File: config.mk
export PLATFORM = sky130hd
export DESIGN_NAME = crc16_checked_frame_deframer_top
export DESIGN_NICKNAME = d
export VERILOG_FILES = /design/src/hdl/crc16cfd_pkg.sv /design/src/hdl/crc16_checked_frame_deframer_top.sv
export SDC_FILE = /design/constraint.sdc
export NUM_CORES = 1
export LEC_CHECK = 0
export ABC_AREA = 1
export ABC_CLOCK_PERIOD_IN_PS = 7000
export BUFFER_PORTS_ARGS = -buffer_cell sky130_fd_sc_hd__buf_2
export CAP_MARGIN = 20
export CORE_MARGIN = 1.5
export CORE_UTILIZATION = 60
export CTS_CLUSTER_DIAMETER = 80
export DETAILED_ROUTE_END_ITERATION = 6
export PLACE_DENSITY = 0.89
export SKIP_LAST_GASP = 1
export SLEW_MARGIN = 15
export SYNTH_ARGS = -nofsm -noshare
export SYNTH_HDL_FRONTEND = slang
export SYNTH_SLANG_ARGS = --single-unit
File: constraint.sdc
create_clock -name clk -period 7 [get_ports clk]
set_clock_uncertainty 0.05 [all_clocks]
set_input_delay 1.05 -clock clk [delete_from_list [all_inputs] [get_ports clk]]
set_output_delay 1.05 -clock clk [all_outputs]
set_load 0.02 [all_outputs]
File: src/hdl/crc16cfd_pkg.sv
package crc16cfd_pkg;

  localparam logic [15:0] CRC_POLY    = 16'h8408;
  localparam logic [7:0]  HEAD_FIRST  = 8'hEB;
  localparam logic [7:0]  HEAD_SECOND = 8'h90;

  typedef enum logic [1:0] {
    KIND_PAYLOAD  = 2'd0,
    KIND_GOOD     = 2'd1,
    KIND_BAD      = 2'd2,
    KIND_TOO_LONG = 2'd3
  } kind_t;

  typedef enum logic [8:0] {
    ST_HUNT     = 9'b0_0000_0001,
    ST_HEAD2    = 9'b0_0000_0010,
    ST_ID_LO    = 9'b0_0000_0100,
    ST_ID_HI    = 9'b0_0000_1000,
    ST_SYNC     = 9'b0_0001_0000,
    ST_LEN_LO   = 9'b0_0010_0000,
    ST_LEN_HI   = 9'b0_0100_0000,
    ST_PAYLOAD  = 9'b0_1000_0000,
    ST_CRC_HI   = 9'b1_0000_0000
  } stage_t;

  // Reflected CRC-16 update over one byte, least significant bit first.
  function automatic logic [15:0] crc_byte(input logic [15:0] crc_in, input logic [7:0] b);
    logic [15:0] c;
    c = crc_in ^ {8'h00, b};
    for (int k = 0; k < 8; k++) begin
      if (c[0]) begin
        c = (c >> 1) ^ CRC_POLY;
      end else begin
        c = c >> 1;
      end
    end
    return c;
  endfunction

endpackage

File: src/hdl/crc16_checked_frame_deframer_top.sv
// Channel  Direction  Handshake             Payload
// in       input      in_valid / in_ready   in_byte: one received word
// out      output     out_valid / out_ready kind, data byte, index, id, sync, length
//
// One word per cycle when not stalled; a result appears in the cycle after its word.
// The parser state and the byte-wide CRC update sit before a single result register.
// A stalled result blocks new words only while out_ready stays low.
// Reset is synchronous and active low; it returns the parser to hunting for a header.
module crc16_checked_frame_deframer_top
  import crc16cfd_pkg::*;
#(
  parameter int MAX_PAYLOAD = 256
) (
  input  logic        clk,
  input  logic        rst_n,
  input  logic        in_valid,
  output logic        in_ready,
  input  logic [7:0]  in_byte,
  output logic        out_valid,
  input  logic        out_ready,
  output logic [1:0]  out_kind,
  output logic [7:0]  out_data_byte,
  output logic [7:0]  out_byte_index,
  output logic [15:0] out_frame_id,
  output logic [7:0]  out_sync_code,
  output logic [15:0] out_payload_length
);

  localparam int CNT_W = $clog2(MAX_PAYLOAD + 1);

  stage_t           stage_r, stage_nxt;
  logic [15:0]      crc_r, crc_nxt;
  logic [15:0]      id_r, id_nxt;
  logic [7:0]       sync_r, sync_nxt;
  logic [15:0]      len_r, len_nxt;
  logic [CNT_W-1:0] cnt_r, cnt_nxt;
  logic [7:0]       crc_lo_r, crc_lo_nxt;

  logic             out_valid_r;
  kind_t            kind_r, kind_nxt;
  logic [7:0]       data_r, data_nxt;
  logic [7:0]       index_r, index_nxt;
  logic [15:0]      fid_r;
  logic [7:0]       fsync_r;
  logic [15:0]      flen_r;

  logic             emit;
  logic             accept;
  logic [16:0]      cnt_ext;
  logic [15:0]      crc_upd;

  assign in_ready = !out_valid_r || out_ready;
  assign accept   = in_valid && in_ready;
  assign cnt_ext  = 17'(cnt_r);
  assign crc_upd  = crc_byte(crc_r, in_byte);

  always_comb begin
    stage_nxt  = stage_r;
    crc_nxt    = crc_r;
    id_nxt     = id_r;
    sync_nxt   = sync_r;
    len_nxt    = len_r;
    cnt_nxt    = cnt_r;
    crc_lo_nxt = crc_lo_r;
    emit       = 1'b0;
    kind_nxt   = KIND_PAYLOAD;
    data_nxt   = 8'h00;
    index_nxt  = 8'h00;
    case (stage_r)
      ST_HUNT: begin
        if (in_byte == HEAD_FIRST) begin
          crc_nxt   = crc_byte(16'h0000, in_byte);
          stage_nxt = ST_HEAD2;
        end
      end
      ST_HEAD2: begin
        if (in_byte == HEAD_SECOND) begin
          crc_nxt   = crc_upd;
          stage_nxt = ST_ID_LO;
        end else begin
          stage_nxt = ST_HUNT;
        end
      end
      ST_ID_LO: begin
        id_nxt    = {id_r[15:8], in_byte};
        crc_nxt   = crc_upd;
        stage_nxt = ST_ID_HI;
      end
      ST_ID_HI: begin
        id_nxt    = {in_byte, id_r[7:0]};
        crc_nxt   = crc_upd;
        stage_nxt = ST_SYNC;
      end
      ST_SYNC: begin
        sync_nxt  = in_byte;
        crc_nxt   = crc_upd;
        stage_nxt = ST_LEN_LO;
      end
      ST_LEN_LO: begin
        len_nxt   = {len_r[15:8], in_byte};
        cnt_nxt   = '0;
        crc_nxt   = crc_upd;
        stage_nxt = ST_LEN_HI;
      end
      ST_LEN_HI: begin
        len_nxt = {in_byte, len_r[7:0]};
        cnt_nxt = '0;
        crc_nxt = crc_upd;
        if (len_nxt > 16'(MAX_PAYLOAD)) begin
          emit      = 1'b1;
          kind_nxt  = KIND_TOO_LONG;
          stage_nxt = ST_HUNT;
        end else begin
          stage_nxt = ST_PAYLOAD;
        end
      end
      ST_PAYLOAD: begin
        if (cnt_ext < {1'b0, len_r}) begin
          emit      = 1'b1;
          kind_nxt  = KIND_PAYLOAD;
          data_nxt  = in_byte;
          index_nxt = cnt_ext[7:0];
          crc_nxt   = crc_upd;
          cnt_nxt   = cnt_r + CNT_W'(1);
        end else begin
          crc_lo_nxt = in_byte;
          stage_nxt  = ST_CRC_HI;
        end
      end
      ST_CRC_HI: begin
        emit      = 1'b1;
        kind_nxt  = (crc_r == {in_byte, crc_lo_r}) ? KIND_GOOD : KIND_BAD;
        stage_nxt = ST_HUNT;
      end
      default: begin
        stage_nxt = ST_HUNT;
      end
    endcase
  end

  always_ff @(posedge clk) begin
    if (!rst_n) begin
      stage_r     <= ST_HUNT;
      out_valid_r <= 1'b0;
    end else begin
      if (accept) begin
        stage_r     <= stage_nxt;
        out_valid_r <= emit;
      end else if (out_ready) begin
        out_valid_r <= 1'b0;
      end
    end
  end

  always_ff @(posedge clk) begin
    if (accept) begin
      crc_r    <= crc_nxt;
      id_r     <= id_nxt;
      sync_r   <= sync_nxt;
      len_r    <= len_nxt;
      cnt_r    <= cnt_nxt;
      crc_lo_r <= crc_lo_nxt;
      if (emit) begin
        kind_r  <= kind_nxt;
        data_r  <= data_nxt;
        index_r <= index_nxt;
        fid_r   <= id_nxt;
        fsync_r <= sync_nxt;
        flen_r  <= len_nxt;
      end
    end
  end

  assign out_valid          = out_valid_r;
  assign out_kind           = kind_r;
  assign out_data_byte      = data_r;
  assign out_byte_index     = index_r;
  assign out_frame_id       = fid_r;
  assign out_sync_code      = fsync_r;
  assign out_payload_length = flen_r;

endmodule

==> results of run 1 <==
registers in the layout (all words and copies together), names as in the netlist:
| name | flops |
|---|---|
| out_data_byte | 8 |
| out_byte_index | 8 |
| crc_r | 16 |
| crc_lo_r | 8 |
| cnt_r | 9 |
| out_frame_id | 16 |
| stage_r | 9 |
| out_valid | 1 |
| len_r | 16 |
| out_payload_length | 16 |
| out_kind | 2 |
| id_r | 16 |
| out_sync_code | 8 |
| sync_r | 8 |
through the flow:
| stage | total power [mW] | setup WS [ns] |
|---|---|---|
| 2_1_floorplan | 1.52 | 2.92 |
| 3_3_place_gp | 1.63 | 3.89 |
| 3_5_place_dp | 1.66 | 3.82 |
| 4_1_cts | 2.49 | 3.82 |
| 5_1_grt | 2.59 | 3.54 |
| 6_report | 2.49 | 3.76 |
worst reg2reg max path, delay by kind of cell, from the launching register on:
| kind | cells | cell delay (ns) |
|---|---|---|
| buffers and inverters | 2 | 0.61 |
| AND/OR/NAND/NOR | 7 | 1.15 |
| AO/OA/AOI/OAI | 1 | 0.18 |
| adder cells (fa/ha/maj) | 1 | 0.34 |
| flip-flops | 1 | 0.49 |
cell type report:
type / instances / area [sq um] / area share, %
Sequential cell: 141 / 4130 / 55.7
Multi-Input combinational cell: 363 / 1940 / 26.1
Clock inverter: 15 / 141 / 1.91
Timing Repair Buffer: 76 / 390 / 5.26
Tap cell: 136 / 170 / 2.29
Clock buffer: 17 / 414 / 5.58
Inverter: 61 / 229 / 3.09
per-layer routing:
layer | GRT usage [%] | routed length, um | part of all wire, %
met2 | 43.4 | 7010 | 50
met4 | 11.2 | 327 | 2.3
met5 | 0 | 0 | 0
met3 | 7.54 | 1370 | 9.7
met1 | 34.0 | 5410 | 38
logic make-up after synthesis:
logic type	count (synthesis)	synth area share (%)
DFF	141	64.7
xor gates and xnor gates	44	6.03
and+or+nand+nor	249	17.5
adders and majority gates	9	1.76
AOI/OAI and AO/OA	61	5.01
buffers and inverters	77	4.95
worst max-delay path by stage:
stage | startpoint | endpoint | slack, ns | cells past startpoint
floorplan | out_ready | out_byte_index[0] | 2.92 | 6
global placement | in_byte[1] | out_frame_id[4] | 3.89 | 11
detailed placement | in_byte[0] | out_frame_id[13] | 3.82 | 11
CTS | cnt_r[5] | out_frame_id[10] | 3.82 | 11
global route | cnt_r[5] | out_frame_id[1] | 3.54 | 11
finish | cnt_r[5] | out_frame_id[4] | 3.76 | 11
where the power goes:
group	internal (mW)	switching, mW	leakage [nW]
clock	0.475	0.359	0.260
sequential	1.05	0.0655	1.30
combinational	0.176	0.358	1.44
total	1.70	0.782	3.00
layout by cell type, fill, tap and decap left out, types with 3 or more instances in the layout:
cell | Yosys | routed
sky130_fd_sc_hd__clkinv_4 | 0 | 5
sky130_fd_sc_hd__o21ai_0 | 48 | 48
sky130_fd_sc_hd__buf_2 | 7 | 72
sky130_fd_sc_hd__nor2_1 | 67 | 67
sky130_fd_sc_hd__nand2_1 | 119 | 119
sky130_fd_sc_hd__nand4_1 | 10 | 10
sky130_fd_sc_hd__dfxtp_1 | 10 | 10
sky130_fd_sc_hd__nor3b_1 | 3 | 3
sky130_fd_sc_hd__xor2_1 | 13 | 13
sky130_fd_sc_hd__edfxtp_1 | 131 | 131
sky130_fd_sc_hd__inv_2 | 10 | 11
sky130_fd_sc_hd__a21oi_1 | 7 | 7
sky130_fd_sc_hd__xnor2_1 | 31 | 31
sky130_fd_sc_hd__clkbuf_16 | 0 | 16
sky130_fd_sc_hd__o21ai_1 | 4 | 4
sky130_fd_sc_hd__buf_4 | 3 | 4
sky130_fd_sc_hd__nor3_1 | 9 | 9
sky130_fd_sc_hd__ha_1 | 9 | 9
sky130_fd_sc_hd__clkinvlp_4 | 0 | 4
sky130_fd_sc_hd__nand2_2 | 4 | 4
sky130_fd_sc_hd__nand3_1 | 22 | 22
sky130_fd_sc_hd__inv_1 | 51 | 50
==> results.yml, run 1 <==
synth:
  synth_area_leader_cell: "sky130_fd_sc_hd__edfxtp_1"
  async_reset_ff_share_pct: 0
  synthCells: 581
  netlist.area_leader.share_pct: 61.6
  nets_in_the_synthesized_netlist: 602
  synth.cells.most_frequent: "131 x sky130_fd_sc_hd__edfxtp_1, 119 x sky130_fd_sc_hd__nand2_1, 67 x sky130_fd_sc_hd__nor2_1, 51 x sky130_fd_sc_hd__inv_1, 48 x sky130_fd_sc_hd__o21ai_0"
  synth.ff_latch_count: 141
  synth.yosys.warnings: 0
  ys_seq_area_share_pct: 64.7
  yosys_most_used_dff: "sky130_fd_sc_hd__edfxtp_1"
  synth-edff-count: 131
  synthesis.area_per_instance_sq_um: 11.0
  synth_area_sq_um: 6390
  synth_cell_types: 35
  largest_cells_by_area_after_synthesis: "sky130_fd_sc_hd__edfxtp_1 62%, sky130_fd_sc_hd__nand2_1 7.0%, sky130_fd_sc_hd__xnor2_1 4.2%, sky130_fd_sc_hd__nor2_1 3.9%, sky130_fd_sc_hd__o21ai_0 3.8%"
  post-synth-top-count-cell: "sky130_fd_sc_hd__edfxtp_1"
clocking:
  tritoncts: "yes"
  cts_root_buf: "sky130_fd_sc_hd__clkbuf_8"
  cts_max_path_buffers: 2
  ctsHoldBuffers: 0
  clock_sinks: 141
  postCtsSetupRepairBufs: 0
  clkLatencyLatePin_ns: 0.53
  total_cts_buffers: 17
  clock_tree.htree_level_count: 4
  clock_slew_at_reported_path_ffs_ns: 0.06
  cts_resized: 0
placement:
  routabilityCongestion: 0.945
  placed_cell_area_sq_um: 6860
  place_hpwl_um: 9720
  dp.cells: 777
  port-buffer-count: 71
global_routing:
  globalRouteTotalUtil_pct: 26.8
  antenna_violations_before_repair: 1
  global_route.overflow_total: 0
  largest_net_degree_at_the_start_of_global_routing: 59
  grt_pass1_vias: 4364
  first_pass_grt_wire_length_um: 22300
finish:
  area.growth.synth_to_final_pct: 16.1
  drive_gt1_share_pct: 20.2
  utilization_pct: 71.8
  ant_cells: 0
  n_fill_cell: 660
  finalNonFillerCells: 809
  fin_nets: 681
  final_cell_area_sq_um: 7420
min_path:
  timing.hold.worst_endpoint: "out_valid"
  hold-path-cell-count: 2
  hold_class: "flip-flop to flip-flop"
  worst_hold_start: "out_valid"
pwr:
  power_density_nw_per_um2: 335
  p_leak_nw: 3.00
  worst_vdd_rail_ir_drop_mv: 0.185
sta:
  rsz0062_at_grt: "false"
  report.final.hold_viol_count: 0
  timing.hold.ws_ns: 0.456
  slew-limit-headroom_pct: 51.9
  timing.final.crit_period_ns: 3.24
  finalSetupViolCount: 0
  maxClockFrequency_mhz: 309
  drv_slew: 0
  timing_worst_slew_pin_value_ns: 0.716
  timing.setup.tns_ns: 0
  finalCritPeriodShare_pct: 46.3
job:
  drv_cap: 0
worst_setup_path:
  worst_path_most_repeated_cell: "sky130_fd_sc_hd__nand2_1"
  worst_path_dominant_cell_family: "simple AND/OR/NAND/NOR gates"
  reg2reg_to: "out_frame_id[4]"
  timing.setup.critical_path_class: "flip-flop to flip-flop"
  cp_cell_sequence: "ha_1, a21oi_1, nor2_1, nor3_1, nand2_1, nand2_1, nand3_2, nand2_1, nand2_1, inv_2, buf_4"
  maximum_fanout_count_along_the_critical_path: 58
  crit_buf_inv: 2
  worstSetupEndpointType: "flip-flop"
  startpoint_type: "flip-flop"
  reg2reg_depth: 11
  timing.rr.start: "cnt_r[5]"
  worst-endpoint-arrival_ns: 3.35
  crit_required_ns: 7.11
  critical-path-slowest-cell: "sky130_fd_sc_hd__buf_4"
  cpPeakStageDelay_ns: 0.54
  rrSetupSlack_ns: 3.76
floorplan:
  core_region_area_sq_um: 10300
  die_y_um: 106
  die_width_um: 106
  initial_core_util_pct: 61.9
  rows: 37
  die_area_sq_um: 11300
  io_count: 72
route:
  dr.pass1.iters: 5
  routed_wirelength_um: 14100
  remaining_drc_errors: 0
  first_iter_violations: 476
  post_drt_via_cell_ratio: 5.56
  antenna_violating_nets_post_route: 0
  via_total_after_detailed_routing: 4497
  drt-wirelength-per-cell_um: 17.5
run_status:
  status: "complete, no violations"
Note: power is estimated with default switching activity, not from simulation.
==> run 2: changes to the inputs <==
--- a/config.mk
+++ b/config.mk
@@ -5,15 +5,15 @@
 export SDC_FILE = /design/constraint.sdc
 export NUM_CORES = 1
 export LEC_CHECK = 0
-export ABC_AREA = 1
-export ABC_CLOCK_PERIOD_IN_PS = 7000
+export ABC_AREA = 0
+export ABC_CLOCK_PERIOD_IN_PS = 3210
 export BUFFER_PORTS_ARGS = -buffer_cell sky130_fd_sc_hd__buf_2
 export CAP_MARGIN = 20
 export CORE_MARGIN = 1.5
-export CORE_UTILIZATION = 60
+export CORE_UTILIZATION = 58
 export CTS_CLUSTER_DIAMETER = 80
 export DETAILED_ROUTE_END_ITERATION = 6
-export PLACE_DENSITY = 0.89
+export PLACE_DENSITY = 0.87
 export SKIP_LAST_GASP = 1
 export SLEW_MARGIN = 15
 export SYNTH_ARGS = -nofsm -noshare
==> constraint.sdc (replaced) <==
create_clock -name clk -period 3.21 [get_ports clk]
set_clock_uncertainty 0.05 [all_clocks]
set_input_delay 0.4815 -clock clk [delete_from_list [all_inputs] [get_ports clk]]
set_output_delay 0.4815 -clock clk [all_outputs]
set_load 0.02 [all_outputs]
==> results.yml, run 2 <==
pwr:
  p_leak_nw: 2.70
  power_density_nw_per_um2: 549
  worst_vdd_rail_ir_drop_mv: 0.429
sta:
  finalCritPeriodShare_pct: 84.7
  report.final.hold_viol_count: 0
  timing.setup.tns_ns: 0
  finalSetupViolCount: 0
  rsz0062_at_grt: "false"
  timing_worst_slew_pin_value_ns: 0.711
  slew-limit-headroom_pct: 52.3
  timing.final.crit_period_ns: 2.72
  drv_slew: 0
  maxClockFrequency_mhz: 368
clocking:
  clock_tree.htree_level_count: 4
  clkLatencyLatePin_ns: 0.52
  total_cts_buffers: 17
  ctsHoldBuffers: 0
  clock_slew_at_reported_path_ffs_ns: 0.06
  clock_sinks: 141
  postCtsSetupRepairBufs: 0
  cts_max_path_buffers: 2
  tritoncts: "yes"
  cts_resized: 0
  cts_root_buf: "sky130_fd_sc_hd__clkbuf_8"
placement:
  port-buffer-count: 71
  placed_cell_area_sq_um: 6950
  routabilityCongestion: 0.862
  place_hpwl_um: 9170
finish:
  fin_nets: 557
  utilization_pct: 69.4
  most-common-layout-cells: "131 x sky130_fd_sc_hd__edfxtp_1, 71 x sky130_fd_sc_hd__buf_2, 47 x sky130_fd_sc_hd__xor2_1, 41 x sky130_fd_sc_hd__nand2_1, 33 x sky130_fd_sc_hd__mux2_2"
  ant_cells: 0
  final_cell_area_sq_um: 7490
  layout.cells.most_common: "sky130_fd_sc_hd__edfxtp_1"
  drive_gt1_share_pct: 28.8
  area.growth.synth_to_final_pct: 17.2
synth:
  synth.cells.most_frequent: "131 x sky130_fd_sc_hd__edfxtp_1, 47 x sky130_fd_sc_hd__xor2_1, 41 x sky130_fd_sc_hd__nand2_1, 33 x sky130_fd_sc_hd__mux2_2"
  synth_area_leader_cell: "sky130_fd_sc_hd__edfxtp_1"
  synth-edff-count: 131
  synth_cell_types: 52
  synth.ff_latch_count: 141
  largest_cells_by_area_after_synthesis: "sky130_fd_sc_hd__edfxtp_1 62%, sky130_fd_sc_hd__xor2_1 6.4%, sky130_fd_sc_hd__mux2_2 5.8%, sky130_fd_sc_hd__dfxtp_1 3.1%, sky130_fd_sc_hd__nand2_1 2.4%"
  synth.yosys.warnings: 0
  synth_area_sq_um: 6390
  nets_in_the_synthesized_netlist: 478
  synthesis.area_per_instance_sq_um: 14.0
  netlist.area_leader.share_pct: 61.5
  async_reset_ff_share_pct: 0
  ys_seq_area_share_pct: 64.6
  synthCells: 457
  yosys_most_used_dff: "sky130_fd_sc_hd__edfxtp_1"
  post-synth-top-count-cell: "sky130_fd_sc_hd__edfxtp_1"
worst_setup_path:
  worstSetupEndpointType: "flip-flop"
  maximum_fanout_count_along_the_critical_path: 46
  cp_cell_sequence: "ha_1, a2111o_1, a311oi_2, nor2_1, a31oi_4, buf_12"
  timing.setup.critical_path_class: "flip-flop to flip-flop"
  crit_buf_inv: 1
  timing.rr.start: "cnt_r[1]"
  rrSetupSlack_ns: 0.49
  crit_required_ns: 3.36
  cpPeakStageDelay_ns: 0.49
  reg2reg_to: "out_payload_length[5]"
  reg2reg_depth: 6
  critical-path-slowest-cell: "sky130_fd_sc_hd__edfxtp_1"
  startpoint_type: "flip-flop"
  worst_path_dominant_cell_family: "compound AO/OA/AOI/OAI gates"
  worst-endpoint-arrival_ns: 2.87
floorplan:
  core_region_area_sq_um: 10800
  io_count: 72
  die_y_um: 108
  rows: 38
  die_width_um: 108
  initial_core_util_pct: 59.3
  die_area_sq_um: 11700
min_path:
  hold_class: "input pin to flip-flop"
  timing.hold.worst_endpoint: "crc_lo_r[6]"
  hold-path-cell-count: 1
  worst_hold_start: "in_byte[6]"
route:
  via_total_after_detailed_routing: 4048
  post_drt_via_cell_ratio: 5.88
  antenna_violating_nets_post_route: 0
  routed_wirelength_um: 13700
  dr.pass1.iters: 5
  first_iter_violations: 340
  drt-wirelength-per-cell_um: 19.8
  remaining_drc_errors: 0
global_routing:
  first_pass_grt_wire_length_um: 21200
  grt_pass1_vias: 4063
  antenna_violations_before_repair: 0
  global_route.overflow_total: 0
  globalRouteTotalUtil_pct: 24.8
  largest_net_degree_at_the_start_of_global_routing: 47
job:
  drv_cap: 0
run_status:
  status: "complete, no violations"
## run 2: worst max-delay path by stage
stage	start	endpoint	depth (start not counted)
after global routing	cnt_r[5]	out_payload_length[5]	7
after CTS	cnt_r[1]	out_payload_length[3]	6
after global placement	in_byte[1]	crc_r[10]	7
after detailed placement	cnt_r[1]	out_payload_length[3]	6
after floorplan	cnt_r[1]	out_byte_index[0]	5
final	cnt_r[1]	out_payload_length[5]	6
## run 2: logic make-up (layout without fill, tap and decap cells)
kind of cell    Yosys count  count (layout)  synth area share [%]
buf+inv                  36             128                  2.43
mux                      40              40                  6.98
fa+ha+maj                 9               9                  1.76
xor+xnor                 64              64                  8.77
flops                   141             141                  64.6
compound gates           36              36                  3.82
simple gates            131             131                  11.6
## run 2: final cells by class
| cell class | instances | area, sq um |
|---|---|---|
| clock buffers | 19 | 422 |
| clock inverters | 13 | 116 |
| fillers | 674 | 3300 |
| inverters | 13 | 48.8 |
| multi-input cells | 280 | 2130 |
| flip-flops and latches | 141 | 4130 |
| well taps | 140 | 175 |
| repair buffers | 83 | 470 |
## run 2: power by group
group	switching [mW]	internal [mW]	leakage [nW]
registers	0.0336	2.06	1.30
logic	0.147	0.0973	1.15
clock network	0.743	1.03	0.254
## run 2: per-layer routing
metal	track usage, %	vias up	part of all wire, %
met5	0	-	0
met4	9.68	0	2.4
met3	6.03	33	6.3
met2	42.0	185	52
met1	30.9	1995	39
li1	-	1835	-
## run 2: metrics by stage
| stage | instances | hold WS, ns | power (mW) | setup WS, ns |
|---|---|---|---|---|
| detailed placement | 657 | 0.510 | 2.37 | 0.525 |
| global placement | 657 | 0.497 | 2.36 | 0.601 |
| global route | 689 | 0.302 | 4.24 | 0.292 |
| floorplan | 457 | 0.486 | 2.30 | 0.0273 |
| finish | 689 | 0.319 | 4.11 | 0.493 |
| CTS | 689 | 0.290 | 4.13 | 0.490 |
